File: config.mk
export PLATFORM = sky130hd
export DESIGN_NAME = tagged_frame_led_driver_core
export DESIGN_NICKNAME = d
export VERILOG_FILES = /design/src/sv/tfld_pkg.sv /design/src/sv/tagged_frame_led_driver_core.sv /design/src/sv/tfld_leds.sv
export SDC_FILE = /design/constraint.sdc
export NUM_CORES = 1
export LEC_CHECK = 0
export BUFFER_PORTS_ARGS = -buffer_cell sky130_fd_sc_hd__buf_2
export CAP_MARGIN = 30
export CORE_MARGIN = 2
export CORE_UTILIZATION = 65
export DETAILED_ROUTE_END_ITERATION = 8
export GPL_ROUTABILITY_DRIVEN = 0
export PLACE_DENSITY = 0.87
export SYNTH_ARGS = -nofsm -noshare
export SYNTH_HDL_FRONTEND = slang
export SYNTH_SLANG_ARGS = --single-unit
File: constraint.sdc
create_clock -name clock -period 12.05 [get_ports clock]
set_input_delay 0.6025 -clock clock [delete_from_list [all_inputs] [get_ports clock]]
set_output_delay 0.6025 -clock clock [all_outputs]
set_load 0.02 [all_outputs]
File: src/sv/tfld_pkg.sv
// Shared constants and codes for the tagged frame LED driver.
package tfld_pkg;

   localparam int BYTE_W = 8;
   localparam int STATUS_W = 2;
   localparam int CSR_INDEX_W = 2;
   localparam int COUNT_W = 5;

   localparam logic [STATUS_W-1:0] STATUS_NONE = 2'd0;
   localparam logic [STATUS_W-1:0] STATUS_HUMIDITY = 2'd1;
   localparam logic [STATUS_W-1:0] STATUS_DANGER = 2'd2;
   localparam logic [STATUS_W-1:0] STATUS_BAD_SUM = 2'd3;

   localparam logic [CSR_INDEX_W-1:0] CSR_HUMIDITY_TAG = 2'd0;
   localparam logic [CSR_INDEX_W-1:0] CSR_DANGER_TAG = 2'd1;

   localparam logic [BYTE_W-1:0] HUMIDITY_TAG_RESET = 8'h2D;
   localparam logic [BYTE_W-1:0] DANGER_TAG_RESET = 8'h21;

   // value / 10 for any byte value: (value * 205) >> 11
   localparam logic [BYTE_W-1:0] DIV10_MUL = 8'd205;
   localparam int DIV10_SHIFT = 11;

endpackage

File: src/sv/tagged_frame_led_driver_core.sv
// Top level: byte frame parser that drives bar graph and danger LED patterns.
//
// Usage: received bytes enter one per request on the req_ channel. Frames are
// tag, high byte, low byte, checksum (8-bit sum of the two data bytes). Every
// accepted byte yields exactly one response on the rsp_ channel carrying the
// current bar and danger LED patterns and a frame status (none or in progress,
// humidity accepted, danger accepted, checksum error).
// The response is valid in the cycle after the request is accepted. One byte
// is accepted per cycle while the response register is free or being emptied;
// the frame state and LED patterns are updated in the same cycle the response
// register loads. When the receiver stalls, the response register holds, and
// req_ready is high only while that register is empty or being emptied.
// The csr_ channel writes the two tag bytes (index 0 humidity, 1 danger) and
// is always ready; other indexes are ignored.
// Reset clears the parser to waiting for a tag, turns all LEDs off, restores
// the default tags and empties the response register.
module tagged_frame_led_driver_core #(
   parameter int BAR_COUNT = 10,
   parameter int DANGER_COUNT = 3
) (
   input  logic                              clock,
   input  logic                              reset,
   input  logic                              req_valid,
   output logic                              req_ready,
   input  logic [tfld_pkg::BYTE_W-1:0]       req_byte_in,
   output logic                              rsp_valid,
   input  logic                              rsp_ready,
   output logic [BAR_COUNT-1:0]              rsp_bar_leds,
   output logic [DANGER_COUNT-1:0]           rsp_danger_leds,
   output logic [tfld_pkg::STATUS_W-1:0]     rsp_frame_status,
   input  logic                              csr_valid,
   output logic                              csr_ready,
   input  logic [tfld_pkg::CSR_INDEX_W-1:0]  csr_index,
   input  logic [tfld_pkg::BYTE_W-1:0]       csr_data
);

   localparam logic [1:0] PH_TAG = 2'd0;
   localparam logic [1:0] PH_HIGH = 2'd1;
   localparam logic [1:0] PH_LOW = 2'd2;
   localparam logic [1:0] PH_SUM = 2'd3;

   logic [1:0] phase_ff, phase_in;
   logic kind_ff, kind_in;
   logic [tfld_pkg::BYTE_W-1:0] high_ff, high_in;
   logic [tfld_pkg::BYTE_W-1:0] low_ff, low_in;
   logic [tfld_pkg::BYTE_W-1:0] hum_tag_ff, danger_tag_ff;
   logic [BAR_COUNT-1:0] bar_ff, bar_in;
   logic [DANGER_COUNT-1:0] danger_ff, danger_in;
   logic [tfld_pkg::STATUS_W-1:0] status_ff, status_in;
   logic rsp_valid_ff, rsp_valid_in;
   logic accept;
   logic [tfld_pkg::BYTE_W-1:0] sum;
   logic [BAR_COUNT-1:0] bar_new;
   logic [DANGER_COUNT-1:0] danger_new;

   tfld_leds #(
      .BAR_COUNT(BAR_COUNT),
      .DANGER_COUNT(DANGER_COUNT)
   ) u_leds (
      .value(low_ff),
      .bar_pattern(bar_new),
      .danger_pattern(danger_new)
   );

   assign req_ready = !rsp_valid_ff || rsp_ready;
   assign accept = req_valid && req_ready;
   assign csr_ready = 1'b1;
   assign sum = tfld_pkg::BYTE_W'(high_ff + low_ff);

   assign rsp_valid = rsp_valid_ff;
   assign rsp_bar_leds = bar_ff;
   assign rsp_danger_leds = danger_ff;
   assign rsp_frame_status = status_ff;

   always_comb begin
      phase_in = phase_ff;
      kind_in = kind_ff;
      high_in = high_ff;
      low_in = low_ff;
      bar_in = bar_ff;
      danger_in = danger_ff;
      status_in = tfld_pkg::STATUS_NONE;
      unique case (phase_ff)
         PH_TAG: begin
            priority if (req_byte_in == hum_tag_ff) begin
               kind_in = 1'b0;
               phase_in = PH_HIGH;
            end else if (req_byte_in == danger_tag_ff) begin
               kind_in = 1'b1;
               phase_in = PH_HIGH;
            end else begin
               phase_in = PH_TAG;
            end
         end
         PH_HIGH: begin
            high_in = req_byte_in;
            phase_in = PH_LOW;
         end
         PH_LOW: begin
            low_in = req_byte_in;
            phase_in = PH_SUM;
         end
         PH_SUM: begin
            if (req_byte_in == sum) begin
               if (!kind_ff) begin
                  bar_in = bar_new;
                  status_in = tfld_pkg::STATUS_HUMIDITY;
               end else begin
                  danger_in = danger_new;
                  status_in = tfld_pkg::STATUS_DANGER;
               end
            end else begin
               status_in = tfld_pkg::STATUS_BAD_SUM;
            end
            phase_in = PH_TAG;
         end
         default: phase_in = PH_TAG;
      endcase
   end

   always_comb begin
      if (accept) begin
         rsp_valid_in = 1'b1;
      end else if (rsp_ready) begin
         rsp_valid_in = 1'b0;
      end else begin
         rsp_valid_in = rsp_valid_ff;
      end
   end

   always_ff @(posedge clock) begin
      if (reset) begin
         phase_ff <= PH_TAG;
         kind_ff <= 1'b0;
         high_ff <= '0;
         low_ff <= '0;
         bar_ff <= '0;
         danger_ff <= '0;
         rsp_valid_ff <= 1'b0;
      end else begin
         rsp_valid_ff <= rsp_valid_in;
         if (accept) begin
            phase_ff <= phase_in;
            kind_ff <= kind_in;
            high_ff <= high_in;
            low_ff <= low_in;
            bar_ff <= bar_in;
            danger_ff <= danger_in;
         end
      end
   end

   always_ff @(posedge clock) begin
      if (accept) begin
         status_ff <= status_in;
      end
   end

   always_ff @(posedge clock) begin
      if (reset) begin
         hum_tag_ff <= tfld_pkg::HUMIDITY_TAG_RESET;
         danger_tag_ff <= tfld_pkg::DANGER_TAG_RESET;
      end else if (csr_valid && csr_ready) begin
         if (csr_index == tfld_pkg::CSR_HUMIDITY_TAG) begin
            hum_tag_ff <= csr_data;
         end
         if (csr_index == tfld_pkg::CSR_DANGER_TAG) begin
            danger_tag_ff <= csr_data;
         end
      end
   end

endmodule

File: src/sv/tfld_leds.sv
// LED decode: bar thermometer of the byte / 10, danger LED i lit when the byte is i.
module tfld_leds #(
   parameter int BAR_COUNT = 10,
   parameter int DANGER_COUNT = 3
) (
   input  logic [tfld_pkg::BYTE_W-1:0] value,
   output logic [BAR_COUNT-1:0]        bar_pattern,
   output logic [DANGER_COUNT-1:0]     danger_pattern
);

   logic [2*tfld_pkg::BYTE_W-1:0] product;
   logic [tfld_pkg::COUNT_W-1:0]  count;

   assign product = (2*tfld_pkg::BYTE_W)'(value) * (2*tfld_pkg::BYTE_W)'(tfld_pkg::DIV10_MUL);
   assign count = product[tfld_pkg::DIV10_SHIFT +: tfld_pkg::COUNT_W];

   for (genvar i = 0; i < BAR_COUNT; i++) begin : g_bar
      assign bar_pattern[i] = (count > tfld_pkg::COUNT_W'(i));
   end

   for (genvar i = 0; i < DANGER_COUNT; i++) begin : g_danger
      assign danger_pattern[i] = (value == tfld_pkg::BYTE_W'(i));
   end

endmodule
### After elaboration in Yosys (flattened, before gate mapping)

Cells that the tools add are included.
W data, S select, Z words.

| word-level totals | value |
|---|---|
| register bits | 51 |
| bits in latches | 0 |
| bits in writable memories | 0 |
| bits in read-only memories | 0 |
| input port bits | 23 |
| output and inout bits | 18 |
| logic and storage cells | 56 |
| memories | 0 |

| cells by class | value |
|---|---|
| add/sub/neg operators | 1 |
| multiply operators | 1 |
| div/mod/pow operators | 0 |
| magnitude comparators | 10 |
| equal/unequal tests | 9 |
| shift-type cells | 0 |
| multiplexer cells | 9 |
| bitwise operators | 1 |
| reduce and logical (&&, ||, !) cells | 15 |

Operators with widths:

| operator | count |
|---|---|
| $eq A8 B8 Y1 | 3 |
| $gt A5 B3 Y1 const B | 4 |
| $mul A8 B8 Y16 const B | 1 |
| $gt A5 B1 Y1 const B | 2 |
| $gt A5 B2 Y1 const B | 2 |
| $gt A5 B4 Y1 const B | 2 |
| $add A8 B8 Y8 | 1 |
| $eq A8 B1 Y1 const B | 1 |
| $eq A8 B2 Y1 const B | 1 |
| $logic_not A8 Y1 | 1 |
| $pmux W2 S4 | 1 |
| $reduce_and A2 Y1 | 4 |
| $reduce_and A4 Y1 | 2 |
| $mux W1 | 6 |
| $eq A2 B1 Y1 const B | 2 |
| $eq A2 B2 Y1 const B | 2 |
| $logic_not A2 Y1 | 2 |
| $mux W2 | 2 |
| $reduce_bool A2 Y1 | 2 |
| $reduce_and A3 Y1 | 1 |
| $logic_and A1 B1 Y1 | 1 |
| $logic_not A1 Y1 | 1 |
| $logic_or A1 B1 Y1 | 1 |
| $not A1 Y1 | 1 |

### Depth between registers and ports, before layout

| depth | value |
|---|---|
| depth in word-level cells | 4 |
| gate-level depth with buffers | 16 |
| depth with buffers taken out | 15 |

### By module

Synthesis repeated with hierarchy kept, for this count alone.

| second synthesis, totals | value |
|---|---|
| cell total of the unflattened synthesis | 451 |
| area total of the unflattened synthesis | 4061.4 um^2 |

Modules (own cells, without submodules):

| module | times used | cells an instance | area each (um^2) | seq. area each (um^2) |
|---|---|---|---|---|
| tagged_frame_led_driver_core | 1 | 298 | 2660.1 | 1041.0 |
| tfld_leds | 1 | 153 | 1401.3 | 0.0 |

### Worst setup path after synthesis

No wires, ideal clock.

| timing | value |
|---|---|
| path type | register -> register |
| from | register low_ff[6] (netlist bit) |
| to | register bar_ff[8], in the netlist rsp_bar_leds[8] |
| setup time | 0.079 ns |
| arrival time | 4.056 ns |
| required time | 11.971 ns |
| setup slack | 7.915 ns |
| stages on the path, launching flop included | 15 |
| path buffers | 0 |
| period minus slack after synthesis | 4.135 ns |
| cell sequence | dfxtp_1 ha_1 fa_1 fa_1 inv_1 fa_1 inv_1 ha_1 and3_4 and3_1 a211o_1 or3b_1 nand4_1 o21ai_1 a211oi_2 |

| on the way | value |
|---|---|
| longest elaborated chain between the ends | 3 |
| elaborated cells on any way between the ends | 5 |
| classes of those cells | add/sub: 1; mul: 1; order compare: 1; eq/ne: 1; reduce/logical: 1 |

Ends and longest elaborated chain:

| item | RTL line | RTL |
|---|---|---|
| start, declared | tagged_frame_led_driver_core.sv:45 | `logic [tfld_pkg::BYTE_W-1:0] low_ff, low_in;` |
| start signal, assigned | tagged_frame_led_driver_core.sv:146 | `low_ff <= low_in;` |
| parallel branches: the longest is 3 deep, another holds $mul A8 B8 Y16 | -- |  |
| end signal, assigned | tagged_frame_led_driver_core.sv:147 | `bar_ff <= bar_in;` |
| end, declared | tagged_frame_led_driver_core.sv:47 | `logic [BAR_COUNT-1:0] bar_ff, bar_in;` |

Parallel ways; which one is timed is not known.
A chain may end at the register's enable or synchronous reset.

### Worst setup path after layout

| timing | value |
|---|---|
| from | register low_ff[1] (netlist bit) |
| to | register bar_ff[0], in the netlist rsp_bar_leds[0] |

| on the way | value |
|---|---|
| longest elaborated chain between the ends | 3 |
| elaborated cells on any way between the ends | 5 |
| classes of those cells | add/sub: 1; mul: 1; order compare: 1; eq/ne: 1; reduce/logical: 1 |

Ends and longest elaborated chain:

| item |
|---|
| parallel branches: the longest is 3 deep, another holds $mul A8 B8 Y16 |

Parallel ways; which one is timed is not known.

==> results by group <==
Placement
  • Final HPWL DP: 6.74 mm
  • PortBufs: 39

Clock tree
  • Post-CTS setup buffers: 0
  • Worst-Skew Late Latency: 0.32 ns
  • CTS tree: built
  • Clk pin slew, worst setup/hold paths: ~0.11 ns
  • H-Tree Level Count: 2
  • Post_cts resized: 0
  • Clock buffer count from CTS: 5
  • Hold-fix buffers, CTS: 0
  • Root Driver: clkbuf_8
  • Maximum clock path buffer count: 2
  • Clk sink count: 51

Global route
  • Number of global-route vias before repair: 3069
  • Gr usage total: 0.269
  • Remaining Overflow, GRT: 0
  • First-pass GRT wire length: 14.1 mm
  • Largest net degree at the start of global routing: between 50 and 60
  • Antenna violations before repair: 0

Worst setup path
  • Required time of the critical path: about 12 ns
  • Launching point of the worst reg2reg path: low_ff[1]$_SDFFE_PP0P_
  • Worst path arrival time: 4.59 ns
  • Critical path launch point type: flip-flop
  • CP Capture Type: flip-flop
  • Worst Path Max Fanout: 8
  • Crit path kind: reg2reg
  • CP startpoint: low_ff[1]$_SDFFE_PP0P_

Yosys
  • Yosys warns: 0
  • Most common cell in the netlist: ha_1
  • Post-Synthesis Cell Area: 4010 sq um
  • Top-area cell type share of the netlist area: 0.245
  • Avg Cell Area, Syn: around 9 sq um
  • Seq cells post-synth: 51
  • Syn_nets: 552
  • Leading area contributor after synthesis: dfxtp_1
  • Most used DFF post-synth: dfxtp_1
  • Cells after Synth: 456
  • Sequential area share after synthesis: 0.260
  • Asr flop ratio synth: 0
  • Netlist cell types: 54
  • Number of flops mapped to enable cells by yosys: 2
  • Top post-synthesis cells by area: dfxtp_1, ha_1, xnor2_1, fa_1, a21oi_1
  • Commonest cells in the synthesized netlist: ha_1, dfxtp_1, inv_1

Pwr
  • Switching share of total power: 0.273
  • Static Leak: roughly 2.0 nW
  • Power Total: 313 uW
  • Sequential share of power: 0.556
  • Internal: 228 uW
  • Clock power share: 0.343
  • Largest vdd supply drop: 0.0797 mV
  • Switching pwr: around 85 uW
  • Pwr Density: 73.0 nW/um^2
  • Combinational Power Share: 0.100

Final layout
  • Layout cells sized above 1: 0.123
  • Area growth syn-to-layout: 7.03%
  • Fin nets: 575
  • Number of diodes: 0

Floorplanning
  • Row cnt: 28
  • Core area: slightly below 6000 sq um
  • Starting Density: 0.673
  • Height of the die: 82.5 um
  • Die width: 82.5 um
  • Num ports: 41
  • Die ar.: 6810 sq um

Timing
  • Final Critical Period: 4.39 ns
  • Setup Total Neg Slack: 0 ns
  • Clock Skew: 0.00736 ns
  • Relative slew slack: 0.392
  • Hold Fails Final Rpt: 0
  • Least-Margin Pin Slew: approximately 0.91 ns
  • Setup Viol. Count Final: 0
  • Fin crit share: 0.364
  • RSZ-0062 raised after global routing: false
  • Final Max Tran Viols: 0
  • Fmax: 0.228 GHz

Route
  • Wirelength, routed: just under 9 mm
  • Routed Antenna Nets: 0
  • Drt drc: 0
  • Initial drt markers: 167
  • Routed len/inst: about 16 um
  • First-pass DRT Iterations: 5
  • Vias per cell: approximately 6.0
  • Vias: 3312

Min path
  • Worst Min Path Start: high_ff[3]$_SDFFE_PP0P_
  • Hold Path Class: reg2reg

Job
  • Max-Cap Viols: 0

Status
  • Outcome: finished clean
## final cells by class
cell class	instances	area, sq um
clock buffer	5	68.8
clock inverter	3	23.8
fill	442	1670
inverter	39	146
multi-input combinational	341	2700
sequential	51	1040
tap	75	93.8
timing repair buffer	41	210
## layout by cell type (no fill, tap or decap), drive strengths merged, types with 8 or more instances in the layout
master,count
ha,62
dfxtp,49
buf,41
inv,40
a21oi,36
nor2,35
nand2,33
xnor2,28
nand3,19
mux2i,13
o21bai,12
fa,11
nor2b,8
o21ai,8
## final timing paths
path,slack [ns],end,cells after the start
max,7.66,rsp_bar_leds[0]$_SDFFE_PP0P_,15
min,0.47,high_ff[3]$_SDFFE_PP0P_,2
max reg2reg,7.66,rsp_bar_leds[0]$_SDFFE_PP0P_,15
min reg2reg,0.47,high_ff[3]$_SDFFE_PP0P_,2
## through the flow
| step | hold WS, ns | worst slack (ns) | util | instance area (sq um) | std cells |
|---|---|---|---|---|---|
| 2_1_floorplan | 0.441 | 7.92 | - | 4010 | 456 |
| 3_3_place_gp | 0.453 | 7.80 | 0.704 | 4200 | 547 |
| 3_5_place_dp | 0.458 | 7.68 | 0.704 | 4200 | 547 |
| 4_1_cts | 0.472 | 7.66 | 0.720 | 4290 | 555 |
| 5_1_grt | 0.498 | 7.35 | 0.720 | 4290 | 555 |
| 6_report | 0.471 | 7.66 | 0.720 | 4290 | 555 |
## flip-flops by register name (all words and copies together), names as in the netlist
register          flops
rsp_frame_status      2
danger_tag_ff         8
hum_tag_ff            8
low_ff                8
rsp_valid             1
phase_ff              2
kind_ff               1
rsp_bar_leds         10
rsp_danger_leds       3
high_ff               8
## metal layers
metal / routed length (um) / GRT usage / part of all wire / up-vias
li1: - / - / - / 1610
met1: 3860 / 0.334 / 0.44 / 1599
met2: 4340 / 0.466 / 0.49 / 87
met3: 408 / 0.0522 / 0.046 / 16
met4: 179 / 0.0902 / 0.020 / 0
met5: 0 / 0 / 0 / -
## power groups by stage
stage | sequential, mW | combinational [mW] | clock [mW]
floorplan | 0.178 | 0.0225 | 0
global route | 0.175 | 0.0339 | 0.114
CTS | 0.174 | 0.0312 | 0.109
finish | 0.174 | 0.0315 | 0.107
detailed placement | 0.178 | 0.0310 | 0
global placement | 0.178 | 0.0301 | 0
## logic make-up (layout without fill, tap and decap cells)
kind of cell    after synthesis  after routing  share of synthesized area
other cells                   1              1                   0.000936
fa+ha+maj                    73             73                      0.249
flops                        51             51                      0.260
simple gates                127            127                      0.162
compound gates               92             92                      0.152
mux                          13             13                     0.0325
buf+inv                      64             88                     0.0653
xor+xnor                     35             35                     0.0784
## critical path: stages (launching register included)
cell     delay, ns
dfxtp_1       0.47
inv_1         0.14
ha_1          0.34
ha_1          0.29
inv_1         0.05
fa_1          0.50
fa_1          0.54
inv_1         0.04
ha_1          0.28
nand4_1       0.09
o22ai_1       0.39
a211o_1       0.28
or3b_1        0.14
nand4_1       0.15
nor4_4        0.41
a31oi_1       0.15
No activity file was read; power rests on OpenSTA's default activity.
